File: src/rtl/latency_subsequence_table_builder_core_defines.svh
// ----------------------------------------------------------------------------
// latency subsequence table builder assertion macros
// shared property forms used by the core's checks
// ----------------------------------------------------------------------------
`ifndef LATENCY_SUBSEQUENCE_TABLE_BUILDER_CORE_DEFINES_SVH
`define LATENCY_SUBSEQUENCE_TABLE_BUILDER_CORE_DEFINES_SVH

// same-cycle implication
`define LSTB_ASSERT_NOW(lbl, ante, cons) \
  lbl: assert property (@(posedge clk) disable iff (!rst_n) (ante) |-> (cons)) \
    else $error("lstb check failed");

// next-cycle implication
`define LSTB_ASSERT_NEXT(lbl, ante, cons) \
  lbl: assert property (@(posedge clk) disable iff (!rst_n) (ante) |=> (cons)) \
    else $error("lstb check failed");

`endif

File: src/rtl/lstb_pkg.sv
// ----------------------------------------------------------------------------
// lstb package
// request and result types, sequencer states and fixed widths
// ----------------------------------------------------------------------------
package lstb_pkg;

  localparam int VERT_W  = 5;
  localparam int DADDR_W = 2 * VERT_W;
  localparam int DUR_W   = 22;
  localparam int COST_W  = 27;
  localparam int WGT_W   = 6;
  localparam int SUM_W   = 25;
  localparam int CSUM_W  = 28;
  localparam logic [DUR_W-1:0]  DUR_MAX  = '1;
  localparam logic [COST_W-1:0] COST_MAX = '1;

  localparam logic KIND_DIST   = 1'b0;
  localparam logic KIND_APPEND = 1'b1;

  typedef struct packed {
    logic              kind;
    logic [VERT_W-1:0] from_vertex;
    logic [VERT_W-1:0] to_vertex;
    logic [15:0]       distance;
    logic [VERT_W-1:0] tour_vertex;
    logic              restart;
  } req_t;

  typedef struct packed {
    logic [VERT_W-1:0] start_pos;
    logic [VERT_W-1:0] end_pos;
    logic [DUR_W-1:0]  duration;
    logic [COST_W-1:0] cost;
    logic [WGT_W-1:0]  weight;
    logic [VERT_W-1:0] first_vertex;
    logic [VERT_W-1:0] final_vertex;
    logic              overflow;
    logic              last;
  } res_t;

  typedef enum logic [2:0] {
    ST_IDLE,
    ST_SING,
    ST_DFETCH,
    ST_FWD,
    ST_RFETCH,
    ST_REV
  } state_t;

endpackage

File: src/rtl/lstb_accum.sv
// ----------------------------------------------------------------------------
// lstb concatenation unit
// shared saturating adder joining an entry with one more edge and vertex
// ----------------------------------------------------------------------------
module lstb_accum #(
  parameter int DIST_BITS = 16
) (
  input  logic [lstb_pkg::DUR_W-1:0]  base_dur,
  input  logic [lstb_pkg::COST_W-1:0] base_cost,
  input  logic [lstb_pkg::WGT_W-1:0]  base_wgt,
  input  logic [DIST_BITS-1:0]        edge_dist,
  input  logic                        weighted,
  output logic [lstb_pkg::DUR_W-1:0]  dur,
  output logic [lstb_pkg::COST_W-1:0] cost,
  output logic [lstb_pkg::WGT_W-1:0]  wgt
);

  logic [lstb_pkg::SUM_W-1:0]  step;
  logic [lstb_pkg::CSUM_W-1:0] csum;

  always_comb begin
    step = lstb_pkg::SUM_W'(base_dur) + lstb_pkg::SUM_W'(edge_dist);
    csum = lstb_pkg::CSUM_W'(base_cost)
         + (weighted ? lstb_pkg::CSUM_W'(step) : '0);
    dur  = (step > lstb_pkg::SUM_W'(lstb_pkg::DUR_MAX))
         ? lstb_pkg::DUR_MAX : step[lstb_pkg::DUR_W-1:0];
    cost = (csum > lstb_pkg::CSUM_W'(lstb_pkg::COST_MAX))
         ? lstb_pkg::COST_MAX : csum[lstb_pkg::COST_W-1:0];
    wgt  = base_wgt + lstb_pkg::WGT_W'(weighted);
  end

endmodule

File: config.mk
export PLATFORM = sky130hd
export DESIGN_NAME = lstb_accum
export DESIGN_NICKNAME = d
export VERILOG_FILES = /design/src/rtl/latency_subsequence_table_builder_core_defines.svh /design/src/rtl/lstb_pkg.sv /design/src/rtl/lstb_accum.sv
export SDC_FILE = /design/constraint.sdc
export NUM_CORES = 1
export LEC_CHECK = 0
export BUFFER_PORTS_ARGS = -buffer_cell sky130_fd_sc_hd__buf_2
export CAP_MARGIN = 5
export CORE_MARGIN = 1.5
export CORE_UTILIZATION = 55
export DETAILED_ROUTE_END_ITERATION = 8
export PLACE_DENSITY = 0.95
export SYNTH_ARGS = -nofsm -noshare
export SYNTH_HDL_FRONTEND = slang
export SYNTH_SLANG_ARGS = --single-unit
File: constraint.sdc
create_clock -name vclk -period 6.83
set_clock_uncertainty 0.05 [all_clocks]
set_input_delay 0.683 -clock vclk [all_inputs]
set_output_delay 0.683 -clock vclk [all_outputs]
set_load 0.1 [all_outputs]
# == After elaboration in Yosys (flattened, before gate mapping) ==
# Index checks and enable logic that the tools add are counted.
# totals
ff_bits,0
inputBits,72
out_inout_bits,55
wordCells,8
# classes
add_sub_neg,3
magnitude_cmp,2
mux,3
# ops
cell,count
$add 27x23->28,1
$gt 28x27->1 const B,1
$mux 27,1
$add 22x16->23,1
$gt 23x22->1 const B,1
$mux 23,1
$mux 22,1
$add 6x1->6,1

# == Depth between registers and ports, before layout ==
# depth
depth_word,5
mapped_depth,18
mapped_depth_nobuf,15

# == Worst setup path before layout ==
# No wires, ideal clock.
# synth_timing
path_kind,input to output
start,in base_dur[0] in the netlist's numbering
end,out cost[19] in the netlist's numbering
arrival_time_ns,5.569
required_time_ns,6.097
slack_ns,0.528
stages,15
n_path_buf,1
path_cell_list,ha_1 fa_1 a21oi_1 o211ai_1 a21oi_1 xnor2_1 and2_1 ha_1 clkbuf_1 nand4_1 o221ai_1 a41oi_2 o21ai_0 a211oi_1 o21ai_0
# synth_via
elab_chain_cells,5
# synth_lines
item,line,text
start: declaration,lstb_accum.sv:8,"input logic [lstb_pkg::DUR_W-1:0] base_dur,"
$add 22x16->23 *,lstb_accum.sv:22,step = lstb_pkg::SUM_W'(base_dur) + lstb_pkg::SUM_W'(edge_dist);
$mux 23 *,lstb_accum.sv:24,+ (weighted ? lstb_pkg::CSUM_W'(step) : '0);
$add 27x23->28 *,lstb_accum.sv:24,
$gt 28x27->1,lstb_accum.sv:27,cost = (csum > lstb_pkg::CSUM_W'(lstb_pkg::COST_MAX))
$mux 27 *,lstb_accum.sv:28,? lstb_pkg::COST_MAX : csum[lstb_pkg::COST_W-1:0];
end: declaration,lstb_accum.sv:14,"output logic [lstb_pkg::COST_W-1:0] cost,"
# Every way passes the cells marked *; elsewhere a longest branch is shown, timed or not.

# == Worst setup path in the final report ==
# layout_timing
start,in base_dur[0] in the netlist's numbering
end,out cost[24] in the netlist's numbering
# Same word-level chain as after synthesis.

==> results.json <==
{
  "wire_per_inst_um": 14.9,
  "fmax_mhz": 168,
  "synth.distinct_cells": 58,
  "path_cells": "buf_2, ha_1, fa_1, a21oi_1, o211ai_1, a21oi_1, o21ai_0, and2_1, nor3_1, ha_1, a21oi_1, o21ai_1, and3_1, or3_4, o211ai_4, nand4_1, buf_2",
  "syn_to_final_growth_pct": 19.5,
  "yosys_warnings": 0,
  "crit_path_start_kind": "primary input",
  "fin_crit_ns": 5.94,
  "post_cts_resized": 0,
  "fin_tns_setup_ns": 0,
  "die_y_um": 76.7,
  "dp_cells": 612,
  "diodes": 0,
  "clkbuf_count": 0,
  "drt-initial-drc-count": 382,
  "via_per_inst": 6.26,
  "hp-class": "primary input to output pin",
  "critPathMaxFanout": 24,
  "leakage_nw": 1.76,
  "ys_seq_area_share_pct": 0,
  "die-area_mm2": 0.00589,
  "synth_area_mm2": 0.00299,
  "die_x_um": 76.7,
  "grt_pass1_wl_um": 15000,
  "io_pins": 127,
  "rsz0062_at_grt": "no",
  "drive_gt1_share_pct": 28.6,
  "cts_setup_buffers": 0,
  "vdd_drop_max_v": 0.000218,
  "initial_core_util_pct": 57.8,
  "routabilityCongestion": 1.01,
  "row_count": 26,
  "finalMaxSlewViolations": 0,
  "status": "completed",
  "synth_fp_nets": 556,
  "finish.utilization_pct": 69.1,
  "dpl.hpwl_um": 7770,
  "cp.required_ns": 6.10,
  "coreArea_mm2": 0.00517,
  "powerDensity_mw_per_mm2": 275,
  "relSlewSlack_pct": 39.7,
  "syn_avg_cell_area_um2": 6.78,
  "max-cap-violations": 0,
  "track_usage_pct": 29.6,
  "vias": 3830,
  "dr.pass1.iters": 5,
  "crit_type": "primary input to output pin",
  "critPathArrivalTime_ns": 5.21,
  "crit_path_end_kind": "output pin",
  "crit_top_cell": "a21oi_1",
  "period_share_pct": 87.0,
  "pre_cts_ws_ns": 0.922,
  "synth_most_common_cell": "nand2_1",
  "slowest_stage": "o211ai_4",
  "grt_antenna_before_repair": 0,
  "slowest_delay_ns": 0.54,
  "fin_nets": 659,
  "crit_buf_inv": 2,
  "fin_ws_ns": 0.887,
  "stdcell_count": 612,
  "crit_family": "compound AO/OA/AOI/OAI gates",
  "io_buffer_count": 127,
  "grt_max_degree": 25,
  "synth_top_area_share_pct": 17.2,
  "yosysTopAreaCell": "ha_1",
  "hold_viol_final": 0,
  "overflow": 0,
  "finalSetupViolations": 0,
  "postCtsHoldBufs": 0,
  "grt_pass1_vias": 3429,
  "synth_area_leaders": "ha_1 (17%), a21oi_1 (8.5%), nand2_1 (6.8%)",
  "yosys-top-cells-count": "nand2_1 (54), a21oi_1 (51), ha_1 (41), o21ai_0 (22), xnor2_1 (20)",
  "ant_nets": 0,
  "netlist_instances": 441,
  "drc": 0,
  "seq_cells": 0,
  "ff_latch_area_um2": 0,
  "tightest_slew_ns": 0.901,
  "routed_wl_um": 9120
}
logic make-up (layout without fill, tap and decap cells):
logic type               Yosys count  count (layout)  synth area share [%]
buffers and inverters             38             139                  6.19
XOR/XNOR                          34              34                  9.96
AO/OA/AOI/OAI                    153             153                  34.2
adder cells (fa/ha/maj)           43              43                  18.5
AND/OR/NAND/NOR                  167             167                  29.0
multiplexers                       6               6                  2.13
layout by cell type (no fill, tap or decap), types with 7 or more instances in the layout:
cell type / netlist / layout
a21o_1: 9 / 9
o21ai_0: 22 / 22
ha_1: 41 / 41
nand2b_1: 10 / 10
xnor2_1: 20 / 20
nand3_1: 17 / 17
buf_2: 10 / 127
nand4_1: 12 / 12
nor3_1: 9 / 9
a31o_2: 12 / 12
nor2_1: 19 / 19
o21a_1: 7 / 7
and3_1: 11 / 11
nand2_1: 54 / 54
a21oi_1: 51 / 51
inv_1: 12 / 12
o211ai_1: 7 / 7
xor2_1: 14 / 14
and2_1: 18 / 18
stage by stage:
stage                     hold slack [ns]  area, µm²  power (mW)
after floorplan                      1.76       2990       0.828
after global placement               1.73       3570       0.960
after global routing                 1.74       3570        1.03
after detailed placement             1.74       3570       0.973
after CTS                            1.74       3570       0.975
final                                1.74       3570       0.983
layer usage:
layer	part of all wire, %	GRT usage, %	routed length, µm	up-vias
met2	47	53.5	4280	258
met5	0	0	0	-
met3	9.3	1.31	847	27
met1	41	38.9	3760	1705
li1	-	-	-	1840
met4	2.5	5.74	229	0
power breakdown:
part	switching, mW	internal [mW]	total (mW)
logic	0.776	0.207	0.983
registers	0	0	0
clock network	0	0	0
total	0.776	0.207	0.983
layout make-up:
| cell class | count | area, µm² |
|---|---|---|
| inverter | 12 | 45.0 |
| timing repair buffer | 127 | 636 |
| fill | 433 | 1600 |
| tap | 70 | 87.6 |
| multi-input combinational | 403 | 2800 |
worst paths after layout:
path	start	to	slack, ns	depth (start not counted)
worst max-delay path	base_dur[0]	cost[24]	0.89	17
worst min-delay path	base_wgt[5]	wgt[5]	1.74	3
No activity file was read; power rests on OpenSTA's default activity.
